==> src/rtl/lfu_pkg.sv <==
`timescale 1ns / 1ps
// ----------------------------------------------------------------------------
// lfu_pkg: shared constants for the LFU cache
// Widths, command codes and the miss value used by the cache and its checker.
// ----------------------------------------------------------------------------
package lfu_pkg;

    localparam int LFU_ENTRIES = 16;
    localparam int CAP_W       = 5;
    localparam int DATA_W      = 32;

    localparam logic CMD_GET = 1'b0;
    localparam logic CMD_PUT = 1'b1;

    localparam logic [DATA_W-1:0] MISS_VALUE = {DATA_W{1'b1}};
    localparam logic [DATA_W-1:0] COUNT_ONE  = DATA_W'(1);

endpackage

==> src/rtl/lfu_ram.sv <==
`timescale 1ns / 1ps
// ----------------------------------------------------------------------------
// lfu_ram: generic single-write, single-read RAM
// One write port and one read port, read data registered.
// ----------------------------------------------------------------------------
module lfu_ram #(
    parameter int WIDTH = 8,
    parameter int DEPTH = 16
) (
    input  logic                                  clk,
    input  logic                                  we,
    input  logic [(DEPTH > 1 ? $clog2(DEPTH) : 1)-1:0] waddr,
    input  logic [WIDTH-1:0]                      wdata,
    input  logic [(DEPTH > 1 ? $clog2(DEPTH) : 1)-1:0] raddr,
    output logic [WIDTH-1:0]                      rdata
);

    logic [WIDTH-1:0] mem_reg [DEPTH];
    logic [WIDTH-1:0] rd_data_reg;

    always_ff @(posedge clk)
    begin
        if (we)
        begin
            mem_reg[waddr] <= wdata;
        end
        rd_data_reg <= mem_reg[raddr];
    end

    assign rdata = rd_data_reg;

endmodule

==> src/rtl/lfu_cache.sv <==
`timescale 1ns / 1ps
// ----------------------------------------------------------------------------
// lfu_cache: key-value cache, least-frequently-used replacement
// Lookup and insert with LRU tie break among equal use counts. Entries live in
// one RAM; a sequencer scans it (if capacity > 0) and sweeps it again on a put or get hit.
// ----------------------------------------------------------------------------
//  channel   signals                          direction  content
//  in        in_valid / in_ready              input      cmd, key, value_in
//  out       out_valid / out_ready            output     hit, read_value
//  cfg       cfg_valid / cfg_ready            input      cfg_data (capacity)
//
//  The single RAM read port gives one entry per cycle in the scan pass
//  (key match, victim, free slot) and one per cycle in the rank update pass.
//  in_ready is high only between items; one finished result may wait in the
//  output register while the next item is worked on.
//  Reset clears all valid bits, fill count and capacity; no clearing pass.
// ----------------------------------------------------------------------------
module lfu_cache
    import lfu_pkg::*;
#(
    parameter int ENTRIES = LFU_ENTRIES
) (
    input  logic                     clk,
    input  logic                     rst_n,

    input  logic                     in_valid,
    output logic                     in_ready,
    input  logic                     cmd,
    input  logic signed [DATA_W-1:0] key,
    input  logic signed [DATA_W-1:0] value_in,

    output logic                     out_valid,
    input  logic                     out_ready,
    output logic                     hit,
    output logic signed [DATA_W-1:0] read_value,

    input  logic                     cfg_valid,
    output logic                     cfg_ready,
    input  logic [CAP_W-1:0]         cfg_data
);

    localparam int IDX_W = (ENTRIES > 1) ? $clog2(ENTRIES) : 1;
    localparam int CNT_W = $clog2(ENTRIES + 1);
    localparam int CMP_W = (CNT_W > CAP_W) ? CNT_W : CAP_W;

    localparam logic [2:0] S_IDLE   = 3'd0;
    localparam logic [2:0] S_SCAN   = 3'd1;
    localparam logic [2:0] S_DECIDE = 3'd2;
    localparam logic [2:0] S_UPD    = 3'd3;
    localparam logic [2:0] S_DONE   = 3'd4;

    typedef struct packed {
        logic [DATA_W-1:0] key;
        logic [DATA_W-1:0] value;
        logic [DATA_W-1:0] count;
        logic [IDX_W-1:0]  rank;
    } entry_t;

    localparam int ENT_W = $bits(entry_t);

    // control
    logic [2:0]         state_reg,    state_next;
    logic [CNT_W-1:0]   cnt_reg,      cnt_next;
    logic [ENTRIES-1:0] valid_reg,    valid_next;
    logic [CNT_W-1:0]   fill_reg,     fill_next;
    logic [CAP_W-1:0]   capacity_reg;
    logic               out_valid_reg, out_valid_next;

    // item and scan results
    logic               cmd_reg,      cmd_next;
    logic [DATA_W-1:0]  key_reg,      key_next;
    logic [DATA_W-1:0]  vin_reg,      vin_next;
    logic               found_reg,    found_next;
    logic [IDX_W-1:0]   slot_reg,     slot_next;
    logic [DATA_W-1:0]  hval_reg,     hval_next;
    logic [IDX_W-1:0]   hrank_reg,    hrank_next;
    logic               vfound_reg,   vfound_next;
    logic [IDX_W-1:0]   vic_reg,      vic_next;
    logic [DATA_W-1:0]  vcnt_reg,     vcnt_next;
    logic [IDX_W-1:0]   vrank_reg,    vrank_next;
    logic               ffound_reg,   ffound_next;
    logic [IDX_W-1:0]   free_reg,     free_next;
    logic [IDX_W-1:0]   tgt_reg,      tgt_next;
    logic [IDX_W-1:0]   refr_reg,     refr_next;
    logic               ins_reg,      ins_next;
    logic               evict_reg,    evict_next;
    logic               res_hit_reg,  res_hit_next;
    logic [DATA_W-1:0]  res_val_reg,  res_val_next;
    logic               out_hit_reg,  out_hit_next;
    logic [DATA_W-1:0]  out_val_reg,  out_val_next;

    logic [CMP_W-1:0]   cap_ext;
    logic [CNT_W-1:0]   cap_eff;
    logic [CNT_W-1:0]   ev_full;
    logic [IDX_W-1:0]   ev_idx;
    logic               ev_on;
    logic               cnt_end;
    logic               ev_valid;
    logic [ENT_W-1:0]   ram_rdata;
    entry_t             rd_ent;
    entry_t             wr_ent;
    logic               ram_we;
    logic               tgt_hit;
    logic               do_evict;
    logic [IDX_W-1:0]   ins_slot;

    assign cap_ext = CMP_W'(capacity_reg);
    assign cap_eff = (cap_ext > CMP_W'(ENTRIES)) ? CNT_W'(ENTRIES) : CNT_W'(cap_ext);

    // the entry evaluated this cycle is the one whose read was issued last cycle
    assign ev_full  = cnt_reg - CNT_W'(1);
    assign ev_idx   = ev_full[IDX_W-1:0];
    assign ev_on    = (cnt_reg != '0);
    assign cnt_end  = (cnt_reg == CNT_W'(ENTRIES));
    assign ev_valid = valid_reg[ev_idx];
    assign rd_ent   = entry_t'(ram_rdata);
    assign tgt_hit  = (ev_idx == tgt_reg);

    assign do_evict = (fill_reg >= cap_eff);
    assign ins_slot = !do_evict ? free_reg :
                      ((ffound_reg && (free_reg < vic_reg)) ? free_reg : vic_reg);

    // rank update pass
    always_comb
    begin
        wr_ent = rd_ent;
        if (tgt_hit)
        begin
            wr_ent.rank = '0;
            if (ins_reg)
            begin
                wr_ent.key   = key_reg;
                wr_ent.value = vin_reg;
                wr_ent.count = COUNT_ONE;
            end
            else
            begin
                if (cmd_reg == CMD_PUT)
                begin
                    wr_ent.value = vin_reg;
                end
                if (rd_ent.count != MISS_VALUE)
                begin
                    wr_ent.count = rd_ent.count + COUNT_ONE;
                end
            end
        end
        else if (ins_reg)
        begin
            // drop one rank behind the evicted entry, then age by one for the insert
            if (evict_reg && (rd_ent.rank > refr_reg))
            begin
                wr_ent.rank = rd_ent.rank;
            end
            else
            begin
                wr_ent.rank = rd_ent.rank + IDX_W'(1);
            end
        end
        else if (rd_ent.rank < refr_reg)
        begin
            wr_ent.rank = rd_ent.rank + IDX_W'(1);
        end
    end

    assign ram_we = (state_reg == S_UPD) && ev_on && (tgt_hit || ev_valid);

    lfu_ram #(
        .WIDTH (ENT_W),
        .DEPTH (ENTRIES)
    ) u_ram (
        .clk   (clk),
        .we    (ram_we),
        .waddr (ev_idx),
        .wdata (wr_ent),
        .raddr (cnt_reg[IDX_W-1:0]),
        .rdata (ram_rdata)
    );

    always_comb
    begin
        state_next     = state_reg;
        cnt_next       = cnt_reg;
        valid_next     = valid_reg;
        fill_next      = fill_reg;
        out_valid_next = out_valid_reg;
        cmd_next       = cmd_reg;
        key_next       = key_reg;
        vin_next       = vin_reg;
        found_next     = found_reg;
        slot_next      = slot_reg;
        hval_next      = hval_reg;
        hrank_next     = hrank_reg;
        vfound_next    = vfound_reg;
        vic_next       = vic_reg;
        vcnt_next      = vcnt_reg;
        vrank_next     = vrank_reg;
        ffound_next    = ffound_reg;
        free_next      = free_reg;
        tgt_next       = tgt_reg;
        refr_next      = refr_reg;
        ins_next       = ins_reg;
        evict_next     = evict_reg;
        res_hit_next   = res_hit_reg;
        res_val_next   = res_val_reg;
        out_hit_next   = out_hit_reg;
        out_val_next   = out_val_reg;

        if (out_ready)
        begin
            out_valid_next = 1'b0;
        end

        case (state_reg)
            S_IDLE:
            begin
                if (in_valid)
                begin
                    cmd_next     = cmd;
                    key_next     = key;
                    vin_next     = value_in;
                    found_next   = 1'b0;
                    vfound_next  = 1'b0;
                    ffound_next  = 1'b0;
                    cnt_next     = '0;
                    res_hit_next = 1'b0;
                    res_val_next = MISS_VALUE;
                    state_next   = (cap_eff == '0) ? S_DONE : S_SCAN;
                end
            end
            S_SCAN:
            begin
                if (ev_on)
                begin
                    if (ev_valid && (rd_ent.key == key_reg) && !found_reg)
                    begin
                        found_next = 1'b1;
                        slot_next  = ev_idx;
                        hval_next  = rd_ent.value;
                        hrank_next = rd_ent.rank;
                    end
                    if (ev_valid && (!vfound_reg || (rd_ent.count < vcnt_reg) ||
                        ((rd_ent.count == vcnt_reg) && (rd_ent.rank > vrank_reg))))
                    begin
                        vfound_next = 1'b1;
                        vic_next    = ev_idx;
                        vcnt_next   = rd_ent.count;
                        vrank_next  = rd_ent.rank;
                    end
                    if (!ev_valid && !ffound_reg)
                    begin
                        ffound_next = 1'b1;
                        free_next   = ev_idx;
                    end
                end
                if (cnt_end)
                begin
                    cnt_next   = '0;
                    state_next = S_DECIDE;
                end
                else
                begin
                    cnt_next = cnt_reg + CNT_W'(1);
                end
            end
            S_DECIDE:
            begin
                if (found_reg)
                begin
                    tgt_next     = slot_reg;
                    refr_next    = hrank_reg;
                    ins_next     = 1'b0;
                    evict_next   = 1'b0;
                    res_hit_next = 1'b1;
                    res_val_next = (cmd_reg == CMD_GET) ? hval_reg : MISS_VALUE;
                    state_next   = S_UPD;
                end
                else if (cmd_reg == CMD_GET)
                begin
                    state_next = S_DONE;
                end
                else
                begin
                    tgt_next   = ins_slot;
                    refr_next  = vrank_reg;
                    ins_next   = 1'b1;
                    evict_next = do_evict;
                    if (do_evict)
                    begin
                        valid_next[vic_reg] = 1'b0;
                    end
                    else
                    begin
                        fill_next = fill_reg + CNT_W'(1);
                    end
                    valid_next[ins_slot] = 1'b1;
                    state_next = S_UPD;
                end
            end
            S_UPD:
            begin
                if (cnt_end)
                begin
                    cnt_next   = '0;
                    state_next = S_DONE;
                end
                else
                begin
                    cnt_next = cnt_reg + CNT_W'(1);
                end
            end
            S_DONE:
            begin
                if (!out_valid_reg || out_ready)
                begin
                    out_valid_next = 1'b1;
                    out_hit_next   = res_hit_reg;
                    out_val_next   = res_val_reg;
                    state_next     = S_IDLE;
                end
            end
            default:
            begin
                state_next = S_IDLE;
            end
        endcase
    end

    always_ff @(posedge clk or negedge rst_n)
    begin
        if (!rst_n)
        begin
            state_reg     <= S_IDLE;
            cnt_reg       <= '0;
            valid_reg     <= '0;
            fill_reg      <= '0;
            capacity_reg  <= '0;
            out_valid_reg <= 1'b0;
        end
        else
        begin
            state_reg     <= state_next;
            cnt_reg       <= cnt_next;
            valid_reg     <= valid_next;
            fill_reg      <= fill_next;
            out_valid_reg <= out_valid_next;
            if (cfg_valid)
            begin
                capacity_reg <= cfg_data;
            end
        end
    end

    always_ff @(posedge clk)
    begin
        cmd_reg     <= cmd_next;
        key_reg     <= key_next;
        vin_reg     <= vin_next;
        found_reg   <= found_next;
        slot_reg    <= slot_next;
        hval_reg    <= hval_next;
        hrank_reg   <= hrank_next;
        vfound_reg  <= vfound_next;
        vic_reg     <= vic_next;
        vcnt_reg    <= vcnt_next;
        vrank_reg   <= vrank_next;
        ffound_reg  <= ffound_next;
        free_reg    <= free_next;
        tgt_reg     <= tgt_next;
        refr_reg    <= refr_next;
        ins_reg     <= ins_next;
        evict_reg   <= evict_next;
        res_hit_reg <= res_hit_next;
        res_val_reg <= res_val_next;
        out_hit_reg <= out_hit_next;
        out_val_reg <= out_val_next;
    end

    assign in_ready   = (state_reg == S_IDLE);
    assign cfg_ready  = 1'b1;
    assign out_valid  = out_valid_reg;
    assign hit        = out_hit_reg;
    assign read_value = out_val_reg;

endmodule

==> config.mk <==
export PLATFORM = sky130hd
export DESIGN_NAME = lfu_cache
export DESIGN_NICKNAME = d
export VERILOG_FILES = /design/src/rtl/lfu_pkg.sv /design/src/rtl/lfu_ram.sv /design/src/rtl/lfu_cache.sv
export SDC_FILE = /design/constraint.sdc
export NUM_CORES = 2
export LEC_CHECK = 0
export BUFFER_PORTS_ARGS = -buffer_cell sky130_fd_sc_hd__buf_4
export CORE_MARGIN = 2
export CORE_UTILIZATION = 45
export CTS_CLUSTER_SIZE = 14
export DETAILED_ROUTE_END_ITERATION = 7
export GPL_ROUTABILITY_DRIVEN = 0
export PLACE_DENSITY = 0.63
export SLEW_MARGIN = 20
export SYNTH_ARGS = -nofsm -noshare
export SYNTH_HDL_FRONTEND = slang
export SYNTH_SLANG_ARGS = --single-unit
==> constraint.sdc <==
create_clock -name clk -period 14.5 [get_ports clk]
set_input_delay 0.725 -clock clk [delete_from_list [all_inputs] [get_ports clk]]
set_output_delay 0.725 -clock clk [all_outputs]
set_load 0.01 [all_outputs]
======== After elaboration in Yosys (flattened, before gate mapping) ========
Memories as Yosys holds them, arrays and structs flattened. A register that Yosys moved wholly into a read port is not among the register bits.
Index checks and enable logic that the tools add are counted.
storage, ports and cells
  input port bits ......................... 75
  register bits after elaboration ......... 263
  memories ................................ 1
  output and inout port bits .............. 36
  RAM bits ................................ 1600
memories
  memory         depth  width  read ports  clocked after Yosys merged registers in  wr ports  RTL line       source
  u_ram.mem_reg  16     100    1           1                                        1         lfu_ram.sv:18  logic [WIDTH-1:0] mem_reg [DEPTH];
operators by class
  order comparisons ....................... 12
  mux-type cells .......................... 60
  bitwise gates (word level) .............. 5
  $add $sub $neg .......................... 5
  reductions and logical operators ........ 42
  eq/ne operators ......................... 18
operators by type and width
  operator                 count
  $mux W32                 6
  $mux W96                 1
  $eq A32 B32 Y1           2
  $mux W16                 4
  $mux W64                 1
  $pmux W32 S2             1
  $mux W4                  10
  $add A32 B1 Y32 const B  1
  $lt A32 B32 Y1           1
  $ne A32 B32 Y1 const B   1
  $mux W3                  7
  $reduce_and A4 Y1        5
  $mux W1                  18
  $ne A2 B2 Y1 const B     9
  $and A16 B16 Y16         1
  $not A16 Y16             1
  $or A16 B16 Y16          1
  $lt A4 B5 Y1 const B     3
  $mux W5                  3
  $pmux W3 S5              1
  $reduce_and A3 Y1        5
  $logic_and A1 B1 Y1      11
  $add A5 B1 Y5 const B    2
  $pmux W5 S2              1
  24 further kinds         46

======== Longest topological paths before layout ========
  depth after elaboration ................. 11
  depth in mapped cells ................... 15
  mapped depth without buffers ............ 9

======== Modules after synthesis ========
Synthesis repeated with hierarchy kept, for this count alone.
second synthesis, totals
  cells, all modules ...................... 3622
  area total of the unflattened synthesis .. 74646.6 µm²
by module, submodules not included
  module     cells each  instances  seq. area each (µm²)  area each (µm²)
  lfu_ram    2560        1          50048.0               61778.0
  lfu_cache  1062        1          7722.4                12868.6

======== Worst setup path after synthesis ========
OpenSTA, ideal clock, no wires.
  kind .................................... register to register
  start point ............................. reg cnt_reg[1]
  end point ............................... mem u_ram.mem_reg[10][0] (netlist name) (enable)
  arrival ................................. 9481 ps
  stages on the path, launching flop included .. 14
  setup slack ............................. 4337 ps
  data required time ...................... 13818 ps
  library setup time ...................... 682 ps
  path buffers ............................ 5
  cells stage by stage .................... dfrtp_1 clkbuf_1 clkbuf_1 clkbuf_1 inv_1 ha_1 xnor2_4 inv_2 xnor2_1 and3_1 buf_2 nor2_2 buf_2 nor3_1
between the ends
  cells in the longest elaborated chain, start to end .. 7
  elaborated cells between the ends (all ways) .. 10
RTL lines
  what                           RTL line          source
  start, declared                lfu_cache.sv:63   logic [CNT_W-1:0] cnt_reg, cnt_next;
  start signal, assigned         lfu_cache.sv:343  cnt_reg <= cnt_next;
  $sub A4 B1 Y4 *                lfu_cache.sv:111  assign ev_full = cnt_reg - CNT_W'(1);
  named net ev_full[2]           lfu_cache.sv:94   logic [CNT_W-1:0] ev_full;
  $bmux W1 S4                    lfu_cache.sv:115  assign ev_valid = valid_reg[ev_idx];
  $mux W1 (implied by the code)  lfu_cache.sv:115
  $logic_or A1 B1 Y1             lfu_cache.sv:166  assign ram_we = (state_reg == S_UPD) && ev_on && (tgt_hit || ev_valid);
  $logic_and A1 B1 Y1            lfu_cache.sv:166
  $mux W1                        lfu_ram.sv:23     if (we)
  $mux W1 (implied by the code)  lfu_ram.sv:25     mem_reg[waddr] <= wdata;
  end, declared                  lfu_ram.sv:18
The timed path passes the listed nets; every way through them passes the cells marked *. The select of a mux whose other input is x is not followed.

======== Worst setup path after layout ========
  start point ............................. reg cnt_reg[0]
  end point ............................... mem u_ram.mem_reg[11][74] (netlist name) (enable)
The elaborated chain is that of the path after synthesis.

==> flow_summary.json <==
{
  "p_leak_nw": 26.8,
  "cts.sinks": 1963,
  "routed-via-count": 34900,
  "grt_pass1_vias": 35500,
  "final-max-slew-violation-count": 0,
  "tightestPinTransition_ns": 1.15,
  "grt_max_degree": 109,
  "final.setup.tns_ns": 0,
  "critPathRequiredTime_ns": 14.96,
  "fp.dieArea_um2": 170000,
  "n_antenna_cell": 0,
  "ios": 111,
  "hold_path.class": "input pin to register",
  "rsz0062_at_grt": "no",
  "synthAdderAreaFrac_pct": 0.950,
  "post_cts_buffers": 0,
  "crit_buf_inv": 4,
  "grt_use_total_pct": 19.8,
  "finalHoldViolCount": 0,
  "drive_above_1_share_pct": 27.0,
  "cts_tree": "yes",
  "numCtsBuffers": 191,
  "areaGrowthSynthToFinish_pct": 13.2,
  "timing.max_cap.violations": 0,
  "placed_cells": 5638,
  "max_stage_delay_ns": 1.05,
  "synth_flop_cell": "edfxtp_1",
  "antenna_found_initial": 9,
  "synth_area_um2": 75000,
  "final_common_cell": "edfxtp_1",
  "die-height_um": 412,
  "crit_arrival_ns": 6.11,
  "ctsHoldBuffers": 12,
  "synth-compound-area-share_pct": 1.06,
  "overflow": 0,
  "critPathSlowestCell": "dfrtp_4",
  "grt_pass1_wl_um": 245000,
  "wl_per_cell_um": 27.9,
  "path_depth": 10,
  "first_iter_violations": 3987,
  "syn_inst": 3441,
  "ir_drop_v": 0.000170,
  "end_kind": "register",
  "synth_seq_area_share_pct": 77.0,
  "cp-start-kind": "register",
  "wirelength_um": 167000,
  "synth.largest_area_cell": "edfxtp_1",
  "cp_common_cell": "buf_4",
  "synthTopCellsByArea": "edfxtp_1 73%, mux4_2 15%, dfxtp_1 2.7%",
  "ys_seq_elements": 1963,
  "route.detailed.drc": 0,
  "post-route-period-util_pct": 39.0,
  "path_cells": "inv_1, ha_1, xnor2_4, inv_2, xnor2_1, and3_1, o2111ai_1, nor2_4, buf_4, buf_4",
  "relSlewSlack_pct": 22.7,
  "synth_top_area_share_pct": 73.1,
  "setup_violations": 0,
  "layout_common_cells": "1828 x edfxtp_1, 505 x mux4_2, 191 x clkbuf_16",
  "clk_pin_slew_ns": 0.06,
  "rrSetupSlack_ns": 8.85,
  "synthArstFlopShare_pct": 1.78,
  "synth_edf_count": 1828,
  "synth.distinct_cells": 75,
  "row_count": 149,
  "startpoint": "cnt_reg[0]",
  "rr_startpoint": "cnt_reg[0]",
  "synth_xor_area_share_pct": 0.884,
  "synthSimpleGateAreaFrac_pct": 3.02,
  "cts_buffer_depth": 3,
  "fin_crit_ns": 5.65,
  "hpwl_um": 86600,
  "fin_skew_ns": 0.0902,
  "initial_core_util_pct": 45.4,
  "clk_latency_ns": 0.84,
  "r2r_end": "u_ram.mem_reg[11][74]",
  "cp_top_family": "buffers and inverters",
  "dr.pass1.iters": 7,
  "worstSetupPathType": "register to register",
  "core-area_um2": 165000,
  "cp_max_fo": 49,
  "synth_fp_nets": 3573,
  "synth_top_family_by_area": "multiplexers",
  "via_per_inst": 5.80,
  "synthMuxAreaShare_pct": 15.8,
  "timing.fmax_mhz": 177,
  "power.density_nw_per_um2": 205,
  "htreeDepth": 4,
  "ff2ff_path_depth": 10,
  "fin_cells": 6011,
  "fin_nets": 3786,
  "portBuffers": 109,
  "ant_nets": 0,
  "largest_reg_flops": 1600,
  "syn_avg_cell_area_um2": 21.8,
  "cts_resized": 0,
  "cts-root-buf": "clkbuf_16",
  "critPathCapture": "u_ram.mem_reg[11][74]",
  "yosys_warnings": 0,
  "fp.dieW_um": 412,
  "status": "finished clean"
}
[synthesized netlist by cell type (7+ instances only)]
master / number
or3_1: 35
and3_1: 12
nor2_1: 61
xnor2_1: 68
a21oi_1: 30
buf_4: 7
dfxtp_1: 100
o21ai_0: 30
mux2_2: 38
mux4_2: 505
nand3_1: 29
nor4_1: 22
nand2_1: 161
buf_2: 64
edfxtp_1: 1828
inv_1: 66
nor3_1: 49
dfrtp_1: 35
nand2b_1: 8
nor2b_1: 9
clkbuf_1: 83
ha_1: 57
nand4_1: 26
[power by group]
part           switching (W)  internal, W  total, W
logic                0.00255      0.00182   0.00438
clock network        0.00213      0.00272   0.00485
registers           0.000475      0.00769   0.00816
total                0.00516       0.0122    0.0174
[layer usage]
metal / up-vias / part of all wire (%) / global-route usage [%]
met5: - / 0.016 / 0
met4: 4 / 2.1 / 5.07
met3: 229 / 6.7 / 3.83
met2: 1215 / 48 / 31.1
met1: 18700 / 43 / 28.8
li1: 14700 / - / -
[final cells by class]
class                      instances  area, um^2
clock inverter                    98         990
multi-input combinational       1248       16400
clock buffer                     263        5210
sequential                      1963       57800
timing repair buffer             182        1530
fill                           12700       80400
tap                             2189        2740
inverter                          68         260
[kinds of logic (layout without fill, tap and decap cells)]
group | after synthesis | after routing
adder cells (fa/ha/maj) | 57 | 57
AO/OA/AOI/OAI | 121 | 121
other | 1 | 1
AND/OR/NAND/NOR | 451 | 451
XOR/XNOR | 72 | 72
buffers and inverters | 230 | 611
flip-flops | 1963 | 1963
multiplexers | 546 | 546
[worst min-delay path by stage]
stage	start	to	slack [ns]	cells after the start
after floorplan	res_hit_reg	hit	0.40	0
after global placement	res_val_reg[16]	read_value[16]	0.40	0
after detailed placement	res_val_reg[18]	read_value[18]	0.40	0
after CTS	key[17]	key_reg[17]	0.00006	1
after global routing	value_in[23]	vin_reg[23]	0.02	1
final	key[17]	key_reg[17]	0.06	1
[stage by stage]
step / hold slack, ns / total power (W) / setup slack (ns) / cell area (um^2) / util [%]
global route: 0.0177 / 0.0181 / 8.45 / 84900 / 51.4
finish: 0.0643 / 0.0174 / 8.85 / 84900 / 51.4
CTS: 0.0000615 / 0.0175 / 8.74 / 84900 / 51.3
global placement: 0.403 / 0.0126 / 8.84 / 78600 / 47.5
detailed placement: 0.405 / 0.0127 / 8.81 / 78600 / 47.5
floorplan: 0.400 / 0.0113 / 4.34 / 75000 / -
Power figures use the tool's default switching activity.
